## config.mk

```make
export PLATFORM = sky130hd
export DESIGN_NAME = tcw_addr_unit
export DESIGN_NICKNAME = d
export VERILOG_FILES = /design/src/hdl/text_console_writer_top_assert.svh /design/src/hdl/tcw_pkg.sv /design/src/hdl/tcw_addr_unit.sv
export SDC_FILE = /design/constraint.sdc
export NUM_CORES = 1
export LEC_CHECK = 0
export ABC_AREA = 1
export BUFFER_PORTS_ARGS = -buffer_cell sky130_fd_sc_hd__buf_2
export CORE_AREA = 2 2 39 41
export DETAILED_ROUTE_END_ITERATION = 6
export DIE_AREA = 0 0 41 43
export SYNTH_ARGS = -nofsm -noshare
export SYNTH_HDL_FRONTEND = slang
export SYNTH_SLANG_ARGS = --single-unit
```

## constraint.sdc

```tcl
create_clock -name vclk -period 3.17
set_clock_uncertainty 0.2 [all_clocks]
set_input_delay 0.1585 -clock vclk [all_inputs]
set_output_delay 0.1585 -clock vclk [all_outputs]
set_load 0.05 [all_outputs]
```

## src/hdl/text_console_writer_top_assert.svh

```systemverilog
// ----------------------------------------------------------------------------
// Assertion macros for the text console writer.
// Both macros sample on clk_i and are disabled while rst_ni is low.
// ----------------------------------------------------------------------------
`ifndef TEXT_CONSOLE_WRITER_TOP_ASSERT_SVH
`define TEXT_CONSOLE_WRITER_TOP_ASSERT_SVH

// The consequent must hold in the same cycle as the antecedent.
`define TCW_ASSERT_SAME(lbl, ante, cons, msg) \
  lbl: assert property (@(posedge clk_i) disable iff (!rst_ni) (ante) |-> (cons)) \
    else $error(msg);

// The consequent must hold in the cycle after the antecedent.
`define TCW_ASSERT_NEXT(lbl, ante, cons, msg) \
  lbl: assert property (@(posedge clk_i) disable iff (!rst_ni) (ante) |=> (cons)) \
    else $error(msg);

`endif

```

## src/hdl/tcw_pkg.sv

```systemverilog
`timescale 1ns / 1ps
// ----------------------------------------------------------------------------
// tcw_pkg
// Shared constants, codes and types of the text console writer.
// ----------------------------------------------------------------------------
package tcw_pkg;

  localparam int COLUMNS   = 80;
  localparam int ROWS      = 25;
  localparam int TAB_WIDTH = 4;

  localparam int CELLS     = COLUMNS * ROWS;
  localparam int ADDR_W    = $clog2(CELLS);
  localparam int COL_W     = 7;
  localparam int ROW_W     = 5;
  localparam int CHAR_W    = 8;
  localparam int COLOR_W   = 8;
  localparam int CELL_W    = COLOR_W + CHAR_W;
  localparam int TAB_CNT_W = $clog2(TAB_WIDTH + 1);

  localparam logic [CHAR_W-1:0]  CH_BLANK     = 8'h20;
  localparam logic [CHAR_W-1:0]  CH_NEWLINE   = 8'h0A;
  localparam logic [CHAR_W-1:0]  CH_RETURN    = 8'h0D;
  localparam logic [CHAR_W-1:0]  CH_TAB       = 8'h09;
  localparam logic [CHAR_W-1:0]  CH_BACKSPACE = 8'h08;

  localparam logic [COLOR_W-1:0] COLOR_RESET  = 8'h0F;
  localparam logic [CELL_W-1:0]  RESET_BLANK  = {COLOR_RESET, CH_BLANK};

  typedef enum logic [1:0] {
    MODE_PUT   = 2'd0,
    MODE_READ  = 2'd1,
    MODE_SET   = 2'd2,
    MODE_CLEAR = 2'd3
  } tcw_mode_e;

  typedef struct packed {
    logic [COL_W-1:0] col;
    logic [ROW_W-1:0] row;
  } tcw_pos_t;

  typedef struct packed {
    logic              we;
    logic [ADDR_W-1:0] waddr;
    logic [CELL_W-1:0] wdata;
    logic              re;
    logic [ADDR_W-1:0] raddr;
  } tcw_ram_req_t;

  typedef struct packed {
    logic [CELL_W-1:0] cell_value;
    logic [COL_W-1:0]  cursor_col;
    logic [ROW_W-1:0]  cursor_row;
    logic              scrolled;
  } tcw_result_t;

endpackage

```

## src/hdl/tcw_addr_unit.sv

```systemverilog
`timescale 1ns / 1ps
// ----------------------------------------------------------------------------
// tcw_addr_unit
// Shared address unit: turns a screen position into a linear cell address.
// ----------------------------------------------------------------------------
module tcw_addr_unit (
  input  tcw_pkg::tcw_pos_t             pos_i,
  output logic [tcw_pkg::ADDR_W-1:0]    addr_o
);
  import tcw_pkg::*;

  // Row times the line length plus the column.
  assign addr_o = ADDR_W'(pos_i.row) * ADDR_W'(COLUMNS) + ADDR_W'(pos_i.col);

endmodule

```

==> Yosys cells after proc, flatten, opt, wreduce, memory -nomap -nowiden <==
Index checks and enable logic that the tools add are counted.
{ "word_totals": {"wordCells": 2, "regBits": 0} }
{ "classes": {"add_sub_neg": 1, "mul": 1} }
{ "op_table": {"columns": ["op", "n"], "rows": [
  ["adder 11 x 7 -> 11 bit", 1],
  ["multiplier 5 x 3 -> 7 bit (second input constant)", 1]
]} }

==> Depth between registers and ports, before layout <==
Gate-level depths: netlist (run 1).
{ "logic_depth": {"ltp_word": 2, "depth_mapped": 9, "ltp_nobuf": 9} }

==> Worst setup path before layout (run 1) <==
OpenSTA, ideal clock, no wires.
{ "synth_timing": {"kind": "input -> output", "from": "input pos_i[1] (netlist bit)", "to": "output addr_o[8] (netlist bit)", "arrival_ns": 1.969, "path_slack_ns": 0.843, "n_path_buf": 0, "cell_stages": 4, "cell_sequence": "ha_1 > ha_1 > fa_1 > xnor2_1"} }
{ "synth_between": {"elab_chain_cells": 2} }
{ "synth_rtl": {"columns": ["item", "line", "rtl"], "rows": [
  ["from (decl)", "tcw_addr_unit.sv:7", "input tcw_pkg::tcw_pos_t pos_i,"],
  ["multiplier 5 x 3 -> 7 bit", "tcw_addr_unit.sv:13", "assign addr_o = ADDR_W'(pos_i.row) * ADDR_W'(COLUMNS) + ADDR_W'(pos_i.col);"],
  ["adder 11 x 7 -> 11 bit", "tcw_addr_unit.sv:13", null],
  ["to (decl)", "tcw_addr_unit.sv:8", "output logic [tcw_pkg::ADDR_W-1:0] addr_o"]
]} }
No other way between the ends.

==> Worst setup path in the final report (run 1) <==
{ "layout_timing": {"from": "input pos_i[1] (netlist bit)", "to": "output addr_o[10] (netlist bit)"} }
The elaborated chain is that of the path after synthesis.

==> results of run 1 <==
-- cells in the final DEF, fill, tap and decap left out --
cell type,instances
sky130_fd_sc_hd__nor2_1,1
sky130_fd_sc_hd__a21oi_1,1
sky130_fd_sc_hd__nand2_1,17
sky130_fd_sc_hd__xnor2_1,1
sky130_fd_sc_hd__inv_1,7
sky130_fd_sc_hd__nand3_2,1
sky130_fd_sc_hd__nand3_1,9
sky130_fd_sc_hd__ha_1,9
sky130_fd_sc_hd__xor2_1,2
sky130_fd_sc_hd__fa_1,2
sky130_fd_sc_hd__nand4_1,1
sky130_fd_sc_hd__buf_2,15
-- area by class of cell --
cell class	instances	share of cell area [%]
timing repair buffer	15	17.3
tap	16	4.61
inverter	7	6.05
multi-input combinational	44	72.0
-- path summary, 6_finish.rpt --
kind / end / slack, ns / from / cells after the start
worst min-delay path: addr_o[1] / 0.12 / pos_i[6] / 0
worst max-delay path: addr_o[10] / 0.76 / pos_i[1] / 11
-- kinds of logic after synthesis --
group | count (synthesis)
adder cells (fa/ha/maj) | 11
buffers and inverters | 11
AND/OR/NAND/NOR | 29
XOR/XNOR | 3
AO/OA/AOI/OAI | 1
-- routing by layer --
metal  up-vias  track usage (%)  routed length [um]
li1        200                -                   -
met1       157             14.1                 315
met2        12             15.6                 322
met3         0                0                  51
met4         0                0                   0
met5         -                0                   0
-- stage by stage --
stage               instances  util (%)  hold slack, ns  power, uW
floorplan                  55         -           0.284        141
global placement           82      31.4           0.117        158
detailed placement         82      31.4           0.117        158
CTS                        82      31.4           0.117        160
global route               82      31.4           0.117        173
finish                     82      31.4           0.117        159
-- report_power, final --
group	switching (uW)	internal, uW
Combinational	115	43.4
Sequential	0	0
Clock	0	0
Total	115	43.4
==> out/summary.txt, run 1 <==
=================================================================================================
Total power per unit cell area                                                        365 nW/um^2
Hold violation count in the final report                                                        0
Detailed-route wire length per cell                                                       8.39 um
Number of distinct library cell variants in the gate-level netlist after synthesis             12
Std-Cell Core Area                                                                      1380 um^2
Peak ir drop on the vdd network                                                          0.203 mV
Critical Path Source Type                                                            primary input
Simple-Gate Fraction of Synth Area                                                          34.9%
Post CTS Setup Buffer Count                                                                     0
Data arrival time at the worst-slack endpoint                                             2.05 ns
Number of fill cells                                                                          158
Boundary pin count                                                                             23
Full die area                                                                           1760 um^2
Status                                                                               finished, final reports clean
I/O Buffers                                                                                    15
Antenna violations before repair                                                                0
Pre-CTS setup slack                                                                      0.765 ns
Number of nets produced by synthesis                                                           78
Antenna Nets Post-Route                                                                         0
Floorplan die width                                                                         41 um
Path type of the worst setup path                                                          in2out
Congestion Overflow GR                                                                          0
Hold WC Path Type                                                                          in2out
Sequential-to-total area share from yosys stat                                                 0%
Final sequential cell count                                                                     0
Synth top cells by count                                                             17 x sky130_fd_sc_hd__nand2_1, 9 x sky130_fd_sc_hd__ha_1, 9 x sky130_fd_sc_hd__nand3_1
Setup slack after layout                                                                 0.765 ns
Pin count of the biggest net entering global routing                                            7
Most common cell in the netlist                                                      sky130_fd_sc_hd__nand2_1
Crit path max-delay family                                                            adder cells
Largest family of logic cells by synthesized area                                     adder cells
Number of buffers and inverters on the critical path                                            3
Via-to-Cell Ratio                                                                            4.50
Post-layout nets                                                                               91
Placed standard-cell area                                                                434 um^2
Adder-cell area share of the yosys netlist                                                  41.4%
Last weighted congestion value of the routability-driven placer                             0.729
Required arrival time at the worst endpoint                                               2.81 ns
CP max-delay cell                                                                    sky130_fd_sc_hd__fa_1
Number of hold buffers added after CTS                                                          0
Post-detailed-placement half-perimeter wirelength                                          625 um
Resized cells post-CTS                                                                          0
Xor and xnor fraction of the mapped netlist area                                            7.12%
Vias                                                                                          369
CP peak stage delay                                                                       0.53 ns
Setup repair after global routing missed its margin                                            no
Relative slew slack                                                                         83.3%
Max-slew violation count                                                                        0
Final number of setup-violating endpoints                                                       0
Type of element capturing the critical path                                           output port
Cell breakdown of the critical path                                                  buf_2 > ha_1 > ha_1 > fa_1 > nand2_1 > inv_1 > nand3_1 > nor2_1 > nand3_1 > nand2_1 > buf_2
Leak pwr                                                                              0.000261 uW
Detailed-route DRC error count                                                                  0
Number of iterations in the first detailed-routing pass                                         4
Worst-margin pin slew                                                                    0.252 ns
Mux cell area share after synthesis                                                            0%
Largest area contributor in the netlist                                              sky130_fd_sc_hd__ha_1
Number of antenna diodes                                                                        0
Post-route clock period utilization                                                         75.9%
Worst-path maximum fanout                                                                       4
Area used by sequential logic in the layout                                                0 um^2
Clock buffers                                                                                   0
Overall die height                                                                          43 um
Yosys warnings                                                                                  0
Global router's overall resource usage                                                      9.42%
Shortest period the worst path allows                                                     2.41 ns
Max-capacitance violation count                                                                 0
Number of global-route vias before repair                                                     341
Yosys top cell area share                                                                   30.5%
Final-layout setup total negative slack                                                      0 ns
Total routed wirelength                                                                    688 um
Number of core rows                                                                            14
Ratio of cells with drive above 1 in the final layout                                       24.2%
Number of violations reported at the end of detailed-routing iteration 0                        2
Cell area after technology mapping                                                       369 um^2
Fmax                                                                                      416 MHz
Area of all placed cells without fillers                                                 434 um^2
Wire length of the first global-routing pass                                              1270 um
Layout area overhead                                                                        17.6%
Combined area of the multi-input logic cells                                             313 um^2
Initial core utilization                                                                    26.7%
Synthesized area divided by synthesized cell count                                      6.71 um^2
Compound-cell area share of the yosys netlist                                               1.36%
Cells after Synth                                                                              55
Cells taking the most area after synthesis                                           sky130_fd_sc_hd__ha_1 31%, sky130_fd_sc_hd__nand2_1 17%, sky130_fd_sc_hd__nand3_1 12%
=================================================================================================
Power figures use the tool's default switching activity.
==> run 2, diff against run 1 <==
==> constraint.sdc (replaced) <==
create_clock -name vclk -period 2.45
set_clock_uncertainty 0.2 [all_clocks]
set_input_delay 0.1225 -clock vclk [all_inputs]
set_output_delay 0.1225 -clock vclk [all_outputs]
set_load 0.05 [all_outputs]
==> run 2 against run 1 <==
Clock-buffer cell count unchanged. Cell count unchanged. Combinational power up 29%. Utilization unchanged. Sequential share of layout area unchanged. Worst hold slack worse by 0.072 ns. Global-route usage down 0.70 points. Die area unchanged. Total power up 29%. Critical path type unchanged. Critical endpoint unchanged. Highest routed layer unchanged.
==> out/summary.txt, run 2 (synthesis gave the netlist of run 1 again) <==
=======================================================================================
Path type of the worst setup path                                                in2out   unchanged
Area used by sequential logic in the layout                                      0 um^2   unchanged
Type of element capturing the critical path                                 output port   unchanged
Number of standard cells in the layout, taps in and fillers out                      82   unchanged
Clock buffers                                                                         0   unchanged
Setup repair after global routing missed its margin                                  no   unchanged
Number of hold buffers added after CTS                                                0   unchanged
Commonest non-fill, non-tap cell in the layout                             sky130_fd_sc_hd__nand2_1   unchanged
Final-layout setup total negative slack                                            0 ns   unchanged
Std-Cell Core Area                                                            1380 um^2   unchanged
Number of iterations in the first detailed-routing pass                               4   unchanged
Antenna violations before repair                                                      0   unchanged
Floorplan die width                                                               41 um   unchanged
Number of fill cells                                                                157   was 158
Via-to-Cell Ratio                                                                  4.56   was 4.50
Max-slew violation count                                                              0   unchanged
Global router's overall resource usage                                            8.72%   was 9.42%
Cell breakdown of the critical path                                        buf_2 > ha_1 > ha_1 > fa_1 > nand2_1 > inv_1 > nand3_1 > nor2_1 > nand3_1 > nand2_1 > buf_2   unchanged
Post-route clock period utilization                                               94.9%
Wire length of the first global-routing pass                                    1160 um   was 1270 um
Placed standard-cell area                                                      434 um^2   unchanged
Number of global-route vias before repair                                           329   was 341
Number of buffers and inverters on the critical path                                  3   unchanged
Total routed wirelength                                                          709 um   was 688 um
Last weighted congestion value of the routability-driven placer                   0.663   was 0.729
Required arrival time at the worst endpoint                                     2.13 ns   was 2.81 ns
Ratio of cells with drive above 1 in the final layout                             24.2%   unchanged
Pin count of the biggest net entering global routing                                  7   unchanged
Boundary pin count                                                                   23   unchanged
Total power per unit cell area                                              472 nW/um^2   was 365 nW/um^2
Hold violation count in the final report                                              0   unchanged
Relative slew slack                                                               83.5%   was 83.3%
Worst Hold Margin                                                             0.0450 ns   was 0.117 ns
Peak ir drop on the vdd network                                                0.354 mV   was 0.203 mV
Hold WC Path Type                                                                in2out   unchanged
Antenna Nets Post-Route                                                               0   unchanged
Post-layout nets                                                                     91   unchanged
Worst-path maximum fanout                                                             4   unchanged
Full die area                                                                 1760 um^2   unchanged
Status                                                                     finished, final reports clean   unchanged
CP max-delay cell                                                          sky130_fd_sc_hd__fa_1   unchanged
Post CTS Setup Buffer Count                                                           0   unchanged
Area of all placed cells without fillers                                       434 um^2   unchanged
Number of antenna diodes                                                              0   unchanged
Final total power                                                                205 uW   was 159 uW
Worst-margin pin slew                                                          0.250 ns   was 0.252 ns
Number of violations reported at the end of detailed-routing iteration 0              4   was 2
Layout area overhead                                                              17.6%   unchanged
CP peak stage delay                                                             0.53 ns   about the same
Resized cells post-CTS                                                                0   unchanged
Crit path max-delay family                                                  adder cells   unchanged
Data arrival time at the worst-slack endpoint                                   2.00 ns   was 2.05 ns
Detailed-route wire length per cell                                             8.65 um   was 8.39 um
Overall die height                                                                43 um   unchanged
Vias                                                                                374   was 369
I/O Buffers                                                                          15   unchanged
Number of core rows                                                                  14   unchanged
Detailed-route DRC error count                                                        0   unchanged
Fmax                                                                            430 MHz
Final number of setup-violating endpoints                                             0   unchanged
Initial core utilization                                                          26.7%   unchanged
Critical Path Source Type                                                  primary input   unchanged
Congestion Overflow GR                                                                0   unchanged
Placed Instances                                                                     82   unchanged
Final sequential cell count                                                           0   unchanged
Shortest period the worst path allows                                           2.32 ns
Max-capacitance violation count                                                       0   unchanged
Most used cells in the layout excluding fill and tap cells                 17 x sky130_fd_sc_hd__nand2_1, 15 x sky130_fd_sc_hd__buf_2, 9 x sky130_fd_sc_hd__nand3_1, 9 x sky130_fd_sc_hd__ha_1, 7 x sky130_fd_sc_hd__inv_1   unchanged
Leak pwr                                                                    0.000261 uW   unchanged
Post-detailed-placement half-perimeter wirelength                                678 um   was 625 um
=======================================================================================
-- run 2: cell counts in the layout (fill, tap and decap cells not counted) --
Identical to the previous run, type by type.
-- run 2: cell type report --
cell class	instances	area, um^2	share of cell area [%]
Timing Repair Buffer	15	75.1	17.3
Multi-Input combinational cell	44	313	72.0
Inverter	7	26.3	6.05
Tap cell	16	20.0	4.61
-- run 2: power breakdown --
| group | switching (uW) | leakage (uW) | internal (uW) |
|---|---|---|---|
| Sequential | 0 | 0 | 0 |
| Combinational | 149 | 0.000261 | 56.3 |
| Clock | 0 | 0 | 0 |
-- run 2: path summary, 6_finish.rpt --
| path | from | endpoint | slack [ns] | depth (start not counted) |
|---|---|---|---|---|
| setup / recovery | pos_i[1] | addr_o[10] | 0.13 | 11 |
| hold / removal | pos_i[6] | addr_o[1] | 0.05 | 0 |
-- run 2: per-stage QoR --
| step | worst slack [ns] | util, % |
|---|---|---|
| 3_3_place_gp | 0.0983 | 31.4 |
| 3_5_place_dp | 0.113 | 31.4 |
| 4_1_cts | 0.100 | 31.4 |
| 6_report | 0.126 | 31.4 |
| 5_1_grt | 0.0337 | 31.4 |
| 2_1_floorplan | 0.195 | - |
-- run 2: routing by layer --
metal,up-vias,share of wire (%),GRT usage [%]
met5,-,0,0
li1,199,-,-
met3,0,6.5,0
met4,0,0,0
met2,12,47,15.9
met1,163,47,11.5
