==> src/hdl/text_console_writer_top_assert.svh <==
// ----------------------------------------------------------------------------
// Assertion macros for the text console writer.
// Both macros sample on clk_i and are disabled while rst_ni is low.
// ----------------------------------------------------------------------------
`ifndef TEXT_CONSOLE_WRITER_TOP_ASSERT_SVH
`define TEXT_CONSOLE_WRITER_TOP_ASSERT_SVH

// The consequent must hold in the same cycle as the antecedent.
`define TCW_ASSERT_SAME(lbl, ante, cons, msg) \
  lbl: assert property (@(posedge clk_i) disable iff (!rst_ni) (ante) |-> (cons)) \
    else $error(msg);

// The consequent must hold in the cycle after the antecedent.
`define TCW_ASSERT_NEXT(lbl, ante, cons, msg) \
  lbl: assert property (@(posedge clk_i) disable iff (!rst_ni) (ante) |=> (cons)) \
    else $error(msg);

`endif

==> src/hdl/tcw_pkg.sv <==
`timescale 1ns / 1ps
// ----------------------------------------------------------------------------
// tcw_pkg
// Shared constants, codes and types of the text console writer.
// ----------------------------------------------------------------------------
package tcw_pkg;

  localparam int COLUMNS   = 80;
  localparam int ROWS      = 25;
  localparam int TAB_WIDTH = 4;

  localparam int CELLS     = COLUMNS * ROWS;
  localparam int ADDR_W    = $clog2(CELLS);
  localparam int COL_W     = 7;
  localparam int ROW_W     = 5;
  localparam int CHAR_W    = 8;
  localparam int COLOR_W   = 8;
  localparam int CELL_W    = COLOR_W + CHAR_W;
  localparam int TAB_CNT_W = $clog2(TAB_WIDTH + 1);

  localparam logic [CHAR_W-1:0]  CH_BLANK     = 8'h20;
  localparam logic [CHAR_W-1:0]  CH_NEWLINE   = 8'h0A;
  localparam logic [CHAR_W-1:0]  CH_RETURN    = 8'h0D;
  localparam logic [CHAR_W-1:0]  CH_TAB       = 8'h09;
  localparam logic [CHAR_W-1:0]  CH_BACKSPACE = 8'h08;

  localparam logic [COLOR_W-1:0] COLOR_RESET  = 8'h0F;
  localparam logic [CELL_W-1:0]  RESET_BLANK  = {COLOR_RESET, CH_BLANK};

  typedef enum logic [1:0] {
    MODE_PUT   = 2'd0,
    MODE_READ  = 2'd1,
    MODE_SET   = 2'd2,
    MODE_CLEAR = 2'd3
  } tcw_mode_e;

  typedef struct packed {
    logic [COL_W-1:0] col;
    logic [ROW_W-1:0] row;
  } tcw_pos_t;

  typedef struct packed {
    logic              we;
    logic [ADDR_W-1:0] waddr;
    logic [CELL_W-1:0] wdata;
    logic              re;
    logic [ADDR_W-1:0] raddr;
  } tcw_ram_req_t;

  typedef struct packed {
    logic [CELL_W-1:0] cell_value;
    logic [COL_W-1:0]  cursor_col;
    logic [ROW_W-1:0]  cursor_row;
    logic              scrolled;
  } tcw_result_t;

endpackage

==> src/hdl/tcw_seq.sv <==
`timescale 1ns / 1ps
// ----------------------------------------------------------------------------
// tcw_seq
// Sequencer of the console: cursor, character handling and memory sweeps.
// ----------------------------------------------------------------------------
module tcw_seq (
  input  logic                          clk_i,
  input  logic                          rst_ni,
  input  logic                          start,
  output logic                          busy,
  input  logic [1:0]                    mode_i,
  input  logic [tcw_pkg::CHAR_W-1:0]    char_code_i,
  input  logic [tcw_pkg::COL_W-1:0]     col_i,
  input  logic [tcw_pkg::ROW_W-1:0]     row_i,
  input  logic [tcw_pkg::COLOR_W-1:0]   color_i,
  output tcw_pkg::tcw_pos_t             pos_o,
  input  logic [tcw_pkg::ADDR_W-1:0]    addr_i,
  output tcw_pkg::tcw_ram_req_t         ram_req_o,
  input  logic [tcw_pkg::CELL_W-1:0]    ram_rdata_i,
  output logic                          done_o,
  output tcw_pkg::tcw_result_t          result_o
);
  import tcw_pkg::*;

  typedef enum logic [3:0] {
    S_INIT,
    S_IDLE,
    S_PUT,
    S_BACK,
    S_READ,
    S_READ_WAIT,
    S_SCROLL,
    S_SCROLL_END,
    S_CLEAR
  } state_e;

  state_e                state_q, state_d;
  logic [COL_W-1:0]      col_q, col_d;
  logic [ROW_W-1:0]      row_q, row_d;
  logic [CHAR_W-1:0]     ch_q, ch_d;
  tcw_pos_t              rpos_q, rpos_d;
  logic [TAB_CNT_W-1:0]  tab_left_q, tab_left_d;
  logic [ADDR_W-1:0]     idx_q, idx_d;
  logic                  pend_q, pend_d;
  logic [ADDR_W-1:0]     pend_addr_q, pend_addr_d;
  logic                  pend_blank_q, pend_blank_d;
  logic                  scrolled_q, scrolled_d;
  logic                  done_q, done_d;
  tcw_result_t           res_q, res_d;

  logic                  fin;
  logic [CELL_W-1:0]     fin_cell;
  logic                  start_scroll;
  logic                  accept;
  logic [CELL_W-1:0]     blank_cell;

  assign accept     = start && (state_q == S_IDLE);
  assign blank_cell = {color_i, CH_BLANK};

  always_comb begin
    state_d      = state_q;
    col_d        = col_q;
    row_d        = row_q;
    ch_d         = ch_q;
    rpos_d       = rpos_q;
    tab_left_d   = tab_left_q;
    idx_d        = idx_q;
    pend_d       = pend_q;
    pend_addr_d  = pend_addr_q;
    pend_blank_d = pend_blank_q;
    scrolled_d   = scrolled_q;
    done_d       = 1'b0;
    res_d        = res_q;
    fin          = 1'b0;
    fin_cell     = '0;
    start_scroll = 1'b0;
    pos_o.col    = col_q;
    pos_o.row    = row_q;
    ram_req_o    = '0;

    case (state_q)
      S_INIT: begin
        ram_req_o.we    = 1'b1;
        ram_req_o.waddr = idx_q;
        ram_req_o.wdata = RESET_BLANK;
        idx_d           = idx_q + 1'b1;
        if (idx_q == ADDR_W'(CELLS - 1)) begin
          state_d = S_IDLE;
        end
      end

      S_IDLE: begin
        if (accept) begin
          scrolled_d = 1'b0;
          case (tcw_mode_e'(mode_i))
            MODE_PUT: begin
              case (char_code_i)
                CH_NEWLINE: begin
                  col_d = '0;
                  if (row_q == ROW_W'(ROWS - 1)) begin
                    tab_left_d   = '0;
                    start_scroll = 1'b1;
                  end else begin
                    row_d = row_q + 1'b1;
                    fin   = 1'b1;
                  end
                end
                CH_RETURN: begin
                  col_d = '0;
                  fin   = 1'b1;
                end
                CH_TAB: begin
                  ch_d       = CH_BLANK;
                  tab_left_d = TAB_CNT_W'(TAB_WIDTH) - TAB_CNT_W'(col_q % TAB_WIDTH);
                  state_d    = S_PUT;
                end
                CH_BACKSPACE: begin
                  if (col_q == '0 && row_q == '0) begin
                    fin = 1'b1;
                  end else begin
                    if (col_q == '0) begin
                      row_d = row_q - 1'b1;
                      col_d = COL_W'(COLUMNS - 1);
                    end else begin
                      col_d = col_q - 1'b1;
                    end
                    state_d = S_BACK;
                  end
                end
                default: begin
                  ch_d       = char_code_i;
                  tab_left_d = TAB_CNT_W'(1);
                  state_d    = S_PUT;
                end
              endcase
            end
            MODE_READ: begin
              rpos_d.col = (col_i > COL_W'(COLUMNS - 1)) ? COL_W'(COLUMNS - 1) : col_i;
              rpos_d.row = (row_i > ROW_W'(ROWS - 1)) ? ROW_W'(ROWS - 1) : row_i;
              state_d    = S_READ;
            end
            MODE_SET: begin
              col_d = (col_i > COL_W'(COLUMNS - 1)) ? COL_W'(COLUMNS - 1) : col_i;
              row_d = (row_i > ROW_W'(ROWS - 1)) ? ROW_W'(ROWS - 1) : row_i;
              fin   = 1'b1;
            end
            default: begin
              col_d   = '0;
              row_d   = '0;
              idx_d   = '0;
              state_d = S_CLEAR;
            end
          endcase
        end
      end

      S_PUT: begin
        ram_req_o.we    = 1'b1;
        ram_req_o.waddr = addr_i;
        ram_req_o.wdata = {color_i, ch_q};
        tab_left_d      = tab_left_q - 1'b1;
        if (col_q == COL_W'(COLUMNS - 1)) begin
          col_d = '0;
          if (row_q == ROW_W'(ROWS - 1)) begin
            start_scroll = 1'b1;
          end else begin
            row_d = row_q + 1'b1;
          end
        end else begin
          col_d = col_q + 1'b1;
        end
        if (!start_scroll && tab_left_q == TAB_CNT_W'(1)) begin
          fin = 1'b1;
        end
      end

      S_BACK: begin
        ram_req_o.we    = 1'b1;
        ram_req_o.waddr = addr_i;
        ram_req_o.wdata = blank_cell;
        fin             = 1'b1;
      end

      S_READ: begin
        pos_o        = rpos_q;
        ram_req_o.re = 1'b1;
        ram_req_o.raddr = addr_i;
        state_d      = S_READ_WAIT;
      end

      S_READ_WAIT: begin
        fin      = 1'b1;
        fin_cell = ram_rdata_i;
      end

      S_SCROLL: begin
        // Write the cell fetched in the previous cycle, fetch the one a row below.
        ram_req_o.we    = pend_q;
        ram_req_o.waddr = pend_addr_q;
        ram_req_o.wdata = pend_blank_q ? blank_cell : ram_rdata_i;
        if (idx_q < ADDR_W'(CELLS - COLUMNS)) begin
          ram_req_o.re    = 1'b1;
          ram_req_o.raddr = idx_q + ADDR_W'(COLUMNS);
          pend_blank_d    = 1'b0;
        end else begin
          pend_blank_d    = 1'b1;
        end
        pend_d      = 1'b1;
        pend_addr_d = idx_q;
        idx_d       = idx_q + 1'b1;
        if (idx_q == ADDR_W'(CELLS - 1)) begin
          state_d = S_SCROLL_END;
        end
      end

      S_SCROLL_END: begin
        ram_req_o.we    = pend_q;
        ram_req_o.waddr = pend_addr_q;
        ram_req_o.wdata = blank_cell;
        pend_d          = 1'b0;
        if (tab_left_q != '0) begin
          state_d = S_PUT;
        end else begin
          fin = 1'b1;
        end
      end

      S_CLEAR: begin
        ram_req_o.we    = 1'b1;
        ram_req_o.waddr = idx_q;
        ram_req_o.wdata = blank_cell;
        idx_d           = idx_q + 1'b1;
        if (idx_q == ADDR_W'(CELLS - 1)) begin
          fin = 1'b1;
        end
      end

      default: begin
        state_d = S_IDLE;
      end
    endcase

    if (start_scroll) begin
      scrolled_d = 1'b1;
      idx_d      = '0;
      pend_d     = 1'b0;
      state_d    = S_SCROLL;
    end

    if (fin) begin
      state_d          = S_IDLE;
      done_d           = 1'b1;
      res_d.cell_value = fin_cell;
      res_d.cursor_col = col_d;
      res_d.cursor_row = row_d;
      res_d.scrolled   = scrolled_d;
    end
  end

  always_ff @(posedge clk_i or negedge rst_ni) begin
    if (!rst_ni) begin
      state_q      <= S_INIT;
      col_q        <= '0;
      row_q        <= '0;
      ch_q         <= '0;
      rpos_q       <= '0;
      tab_left_q   <= '0;
      idx_q        <= '0;
      pend_q       <= 1'b0;
      pend_addr_q  <= '0;
      pend_blank_q <= 1'b0;
      scrolled_q   <= 1'b0;
      done_q       <= 1'b0;
      res_q        <= '0;
    end else begin
      state_q      <= state_d;
      col_q        <= col_d;
      row_q        <= row_d;
      ch_q         <= ch_d;
      rpos_q       <= rpos_d;
      tab_left_q   <= tab_left_d;
      idx_q        <= idx_d;
      pend_q       <= pend_d;
      pend_addr_q  <= pend_addr_d;
      pend_blank_q <= pend_blank_d;
      scrolled_q   <= scrolled_d;
      done_q       <= done_d;
      res_q        <= res_d;
    end
  end

  assign busy     = (state_q != S_IDLE);
  assign done_o   = done_q;
  assign result_o = res_q;

endmodule

==> config.mk <==
export PLATFORM = sky130hd
export DESIGN_NAME = tcw_seq
export DESIGN_NICKNAME = d
export VERILOG_FILES = /design/src/hdl/text_console_writer_top_assert.svh /design/src/hdl/tcw_pkg.sv /design/src/hdl/tcw_seq.sv
export SDC_FILE = /design/constraint.sdc
export NUM_CORES = 1
export LEC_CHECK = 0
export CAP_MARGIN = 20
export CORE_MARGIN = 1
export CORE_UTILIZATION = 58
export CTS_CLUSTER_DIAMETER = 200
export DETAILED_ROUTE_END_ITERATION = 10
export DONT_BUFFER_PORTS = 1
export GPL_ROUTABILITY_DRIVEN = 0
export PLACE_DENSITY = 0.75
export SYNTH_ARGS = -nofsm -noshare
export SYNTH_HDL_FRONTEND = slang
export SYNTH_SLANG_ARGS = --single-unit
==> constraint.sdc <==
create_clock -name clk_i -period 2.63 [get_ports clk_i]
set_input_delay 0.3945 -clock clk_i [delete_from_list [all_inputs] [get_ports clk_i]]
set_output_delay 0.3945 -clock clk_i [all_outputs]
set_load 0.01 [all_outputs]
# ---- Word level (Yosys, flattened, before mapping)
# Cells that the tools add are included.
dict set report op_classes {
  n_lt_le_gt_ge 3
  n_reduce_logical 24
  muxes 66
  n_addsub 8
  n_bitwise 1
  eq_ne 33
}
# op n
set ops {}
lappend ops {{$pmux W28 S6} 1}
lappend ops {{$mux W7} 5}
lappend ops {{$mux W11} 3}
lappend ops {{$eq A8 B4 Y1 const B} 4}
lappend ops {{$mux W16} 2}
lappend ops {{$mux W5} 6}
lappend ops {{$mux W4} 7}
lappend ops {{$pmux W7 S2} 2}
lappend ops {{$mux W12} 2}
lappend ops {{$pmux W12 S2} 1}
lappend ops {{$pmux W4 S6} 1}
lappend ops {{$pmux W11 S2} 1}
lappend ops {{$pmux W7 S3} 1}
lappend ops {{$ne A4 B4 Y1 const B} 5}
lappend ops {{$pmux W5 S2} 2}
lappend ops {{$mux W1} 18}
lappend ops {{$eq A4 B3 Y1 const B} 4}
lappend ops {{$pmux W8 S2} 1}
lappend ops {{$pmux W5 S3} 1}
lappend ops {{$pmux W4 S3} 1}
lappend ops {{$add A11 B1 Y11 const B} 1}
lappend ops {{$add A11 B7 Y11 const B} 1}
lappend ops {{$eq A11 B11 Y1 const B} 1}
lappend ops {{$lt A11 B11 Y1 const B} 1}
lappend ops {{other kinds (46)} 63}
dict set report totals {
  output_inout_bits 83
  reg_bits 94
  wordCells 152
  input_bits 60
}

# ---- Longest topological paths before layout
dict set report logic_depth {
  ltp_word 10
  depth_mapped 10
  depth_no_buf 8
}

# ---- Worst setup path before layout
# OpenSTA, ideal clock, no wires.
dict set report synth_timing {
  path_kind {reg2reg}
  start {reg row_q[0]}
  end {reg res_q (netlist bit result_o[10])}
  setup_ps 128
  n_path_buf 2
  path_stages_with_launch 11
  t_arrival_ps 2455
  period_less_slack_ps 2583
  required_ps 2502
  path_slack_ps 47
  path_cell_list {dfrtp_1 > inv_1 > ha_1 > and4b_1 > buf_2 > o31a_1 > a2111oi_4 > nor4_4 > inv_4 > buf_6 > mux2_1}
}
dict set report synth_between {
  elab_chain_len 8
  word_cells_on_any_way 20
  cone_classes {eq/ne (1); mux (15); reduce/logical (4)}
}
# element line_no
set synth_lines {}
lappend synth_lines {{from (decl)} tcw_seq.sv:39} ;# logic [ROW_W-1:0] row_q, row_d;
lappend synth_lines {{from (signal assigned)} tcw_seq.sv:278} ;# row_q <= row_d;
lappend synth_lines {{branches (longest 8 deep; another with $logic_not A5 Y1)} --}
lappend synth_lines {{to (signal assigned)} tcw_seq.sv:288} ;# res_q <= res_d;
lappend synth_lines {{to (decl)} tcw_seq.sv:49} ;# tcw_result_t res_q, res_d;
# Several ways; the timed one is not identified. The select of a mux whose other input is x is not followed.
# A chain may end at the register's enable or synchronous reset.

# ---- Worst setup path in the final report
dict set report layout_timing {
  start {reg col_q[1]}
  end {reg res_q (netlist bit result_o[1])}
}
dict set report layout_between {
  elab_chain_len 7
  word_cells_on_any_way 20
  cone_classes {eq/ne (1); mux (15); reduce/logical (4)}
}
# element line_no
set layout_lines {}
lappend layout_lines {{from (decl)} tcw_seq.sv:38} ;# logic [COL_W-1:0] col_q, col_d;
lappend layout_lines {{from (signal assigned)} tcw_seq.sv:277} ;# col_q <= col_d;
lappend layout_lines {{$logic_not A7 Y1} {tcw_seq.sv:118, tcw_seq.sv:121}}
lappend layout_lines {{$mux W5 / $logic_and A1 B1 Y1 (equally long branches)} {tcw_seq.sv:121, tcw_seq.sv:118}}
lappend layout_lines {{$mux W5} tcw_seq.sv:118} ;# if (col_q == '0 && row_q == '0) begin
lappend layout_lines {{$pmux W5 S2} tcw_seq.sv:97} ;# case (char_code_i)
lappend layout_lines {{$pmux W5 S3} tcw_seq.sv:95} ;# case (tcw_mode_e'(mode_i))
lappend layout_lines {{$mux W5} tcw_seq.sv:93} ;# if (accept) begin
lappend layout_lines {{$pmux W5 S2 (*)} tcw_seq.sv:81} ;# case (state_q)
lappend layout_lines {{named net row_d[0]} tcw_seq.sv:39}
# The timed path passes the listed nets; every way through them passes the cells marked *. The select of a mux whose other input is x is not followed.

==> reports/qor_table.md <==
| Item | This run | Unit |
|---|---|---|
| Proportion of register bits with asynchronous set or reset after synthesis | 100 | % |
| Post-route design area | 6890 | um^2 |
| Class of the most critical setup path | reg2reg | - |
| Die footprint | 11200 | um^2 |
| Critical path peak fanout | 6 | - |
| Clock-pin slew on the worst setup and hold paths | 90 | ps |
| Pre-CTS setup slack | 73.3 | ps |
| Io pins | 143 | - |
| Relative slew slack | 54.1 | % |
| Total length of routed wires | 19600 | um |
| Remaining antenna violation count | 0 | - |
| Syn Area/Cell | 8.56 | um^2 |
| Most used flip-flop cell after synthesis | dfrtp_1 | - |
| Placed instance area | 6580 | um^2 |
| Global-route wire length before repair | 30300 | um |
| Residual overflow from global routing | 0 | - |
| Final Skew | 14.4 | ps |
| Maximum operating frequency | 0.388 | GHz |
| Cell-by-cell trace of the critical path | inv_2, ha_1, or3b_2, or3_1, a2bb2oi_1, nor3_1, a211o_1, mux2_2 | - |
| Count of buffers inserted at the top-level ports | 0 | - |
| Required time of the critical path | 2890 | ps |
| Clock buffer count from CTS | 9 | - |
| Pin slew with the least headroom to its limit | 681 | ps |
| Remaining routing DRC violations | 0 | - |
| Worst setup SP type | flip-flop | - |
| Reported max-cap violation count | 0 | - |
| CTS max path bufs | 2 | - |
| Root buffer cell | clkbuf_8 | - |
| Critical path buffers and inverters | 1 | - |
| Final number of setup-violating endpoints | 0 | - |
| Setup total negative slack | 0 | ps |
| Standby leakage power | 2.96 | nW |
| Number of diodes added for antenna fixing | 0 | - |
| Total vias in the final route | 6142 | - |
| End-of-flow core utilization | 66.5 | % |
| Initial antenna violation count | 0 | - |
| Delay of the slowest cell on the worst path | 520 | ps |
| Worst IR drop on VDD | 630 | uV |
| Synth Register Bits | 94 | - |
| Synth cell types | 77 | - |
| Largest net degree at the start of global routing | 95 | - |
| Via count of the first global-routing pass | 5800 | - |
| Crit. End Element | flip-flop | - |
| Fraction of post-synthesis cell area in the top cell type by area | 37.7 | % |
| Count of TritonRoute iterations in the first routing pass | 6 | - |
| Core area | 10400 | um^2 |
| Ys Warns | 0 | - |
| Number of instances in the synthesized netlist | 729 | - |
| Fin crit share | 98.1 | % |
| Die Span X | 106 | um |
| Layout Area Growth over Synthesis | 10.5 | % |
| Synth top area cells | dfrtp_1 (38%), nand2_1 (6.7%), o21ai_0 (5.5%) | - |
| Minimum clock period after layout | 2580 | ps |
| Share of the yosys chip area belonging to registers | 37.7 | % |
| Final routed wire length divided by cell count | 22.0 | um |
| Number of failing hold endpoints at the final stage | 0 | - |
| HPWL after detailed placement | 14200 | um |
| Run status | finished clean | - |
| Commonest non-fill, non-tap cells in the layout | nand2_1 (111), dfrtp_1 (89), o21ai_0 (69), buf_4 (56), nor2_1 (43) | - |
| Mapped cell area | 6240 | um^2 |
| Total instance count after detailed placement | 868 | - |
| Fraction of layout cells with a size suffix above 1 | 16.9 | % |
| Number of enable-type register cells in the synthesized netlist | 0 | - |
| Initial Util | 60.2 | % |
| DIE HEIGHT | 106 | um |
| TritonCTS clock tree | done | - |
| Via-to-Cell Ratio | 6.91 | - |
| Post-Synthesis Net Count | 801 | - |
| Sinks on Clock Net | 94 | - |
| Kind of path behind the tightest hold check | in2reg | - |
| Master of the slowest instance on the critical path | or3b_2 | - |
| Max Slew Vio Count | 0 | - |
| Endpoint arrival time on the critical path | 2840 | ps |
| Number of design-rule violations left by the first detailed-router iteration | 937 | - |
| Cell taking the most area after synthesis | dfrtp_1 | - |
| Clk_lat worst skew | 390 | ps |
| CTS H-tree lvls | 3 | - |
| Worst Slack Setup Final | 50.4 | ps |
| Family with the most delay on the worst path | simple AND/OR/NAND/NOR gates | - |
| Std cell rows | 37 | - |
| Final nets | 821 | - |
| Final Instance Count excl. Fillers | 889 | - |
| Commonest non-fill, non-tap cell in the layout | nand2_1 | - |
| Areal power density over the cells | 1130 | nW/um^2 |
| Combined global-route utilization of all metal layers | 34.8 | % |
[kinds of logic (layout without fill, tap and decap cells)]
group,after synthesis,count (layout),synth area share (%)
AOI/OAI and AO/OA,236,236,25.6
and+or+nand+nor,277,277,22.7
xor gates and xnor gates,6,6,0.842
buffers and inverters,72,96,5.05
DFF,94,94,37.7
muxes,32,32,5.75
adders and majority gates,12,12,2.41
[layer usage]
metal / up-vias / global-route usage, % / wire (um)
met5: - / 0 / 0
met4: 0 / 17.4 / 927
met3: 98 / 7.36 / 1970
met2: 424 / 56.6 / 9150
met1: 2906 / 43.7 / 7500
li1: 2714 / - / -
[path summary, 6_finish.rpt]
path / endpoint / cells past startpoint / slack, ps / from
worst min-delay path: ch_q[4]$_DFFE_PN0P_ / 2 / 120 / char_code_i[4]
worst max register to register: result_o[1]$_DFFE_PN0P_ / 8 / 50 / col_q[1]$_DFF_PN0_
worst max-delay path: result_o[1]$_DFFE_PN0P_ / 8 / 50 / col_q[1]$_DFF_PN0_
max in group asynchronous: col_q[0]$_DFF_PN0_ / 2 / 1670 / rst_ni
worst min register to register: ch_q[7]$_DFFE_PN0P_ / 2 / 480 / ch_q[7]$_DFFE_PN0P_
min in group asynchronous: idx_q[8]$_DFFE_PN0P_ / 2 / 590 / rst_ni
[registers in the layout, indices dropped and copies added, names as in the netlist]
| signal | cells |
|---|---|
| rpos_q | 12 |
| state_q | 4 |
| result_o | 29 |
| pend_addr_q | 11 |
| tab_left_q | 3 |
| col_q | 7 |
| scrolled_q | 1 |
| pend_q | 1 |
| ch_q | 8 |
| idx_q | 11 |
| done_o | 1 |
| row_q | 5 |
| pend_blank_q | 1 |
[layout make-up]
cell class | instances | area, um^2
multi-input combinational | 563 | 3620
fill | 868 | 3480
sequential | 94 | 2360
timing repair buffer | 58 | 458
tap | 136 | 170
clock buffer | 10 | 138
inverter | 23 | 91.3
clock inverter | 5 | 58.8
[where the power goes]
part | switching, W | internal, W | total (W)
registers | 0.000670 | 0.00206 | 0.00273
clock network | 0.000538 | 0.000462 | 0.00100
logic | 0.00244 | 0.00163 | 0.00407
total | 0.00365 | 0.00416 | 0.00780
[synthesized netlist by cell type (4+ instances only)]
master and n:
o22ai_1 6, nor2b_1 11, ha_1 12, o21ai_0 69, nand4_1 8, clkbuf_1 29, o211ai_1 7, o31ai_1 5
nand3_1 24, dfrtp_1 94, mux2_2 14, o2bb2ai_1 4, a31oi_1 14, a21oi_1 36, nand2b_1 11, mux2_4 4
buf_2 15, nor4_1 4, a22oi_1 5, inv_1 21, nor3b_1 4, and3_1 8, or3_1 10, nor3_1 16
nor2_1 44, a21o_1 5, o21a_1 8, mux2i_1 13, a221oi_1 5, a22o_1 34, nand2_1 111
[metrics by stage]
stage	power (W)	hold slack (ps)
2_1_floorplan	0.00540	98.9
3_3_place_gp	0.00641	101
3_5_place_dp	0.00658	101
4_1_cts	0.00763	112
5_1_grt	0.00825	126
6_report	0.00780	123
[repair_timing]
item,CTS,global route
hold endpoints to repair,94,0
setup buffers,0,3
setup endpoints to repair,10,26
hold buffers,2,0
gates resized for setup,4,13
No activity file was read; power rests on OpenSTA's default activity.
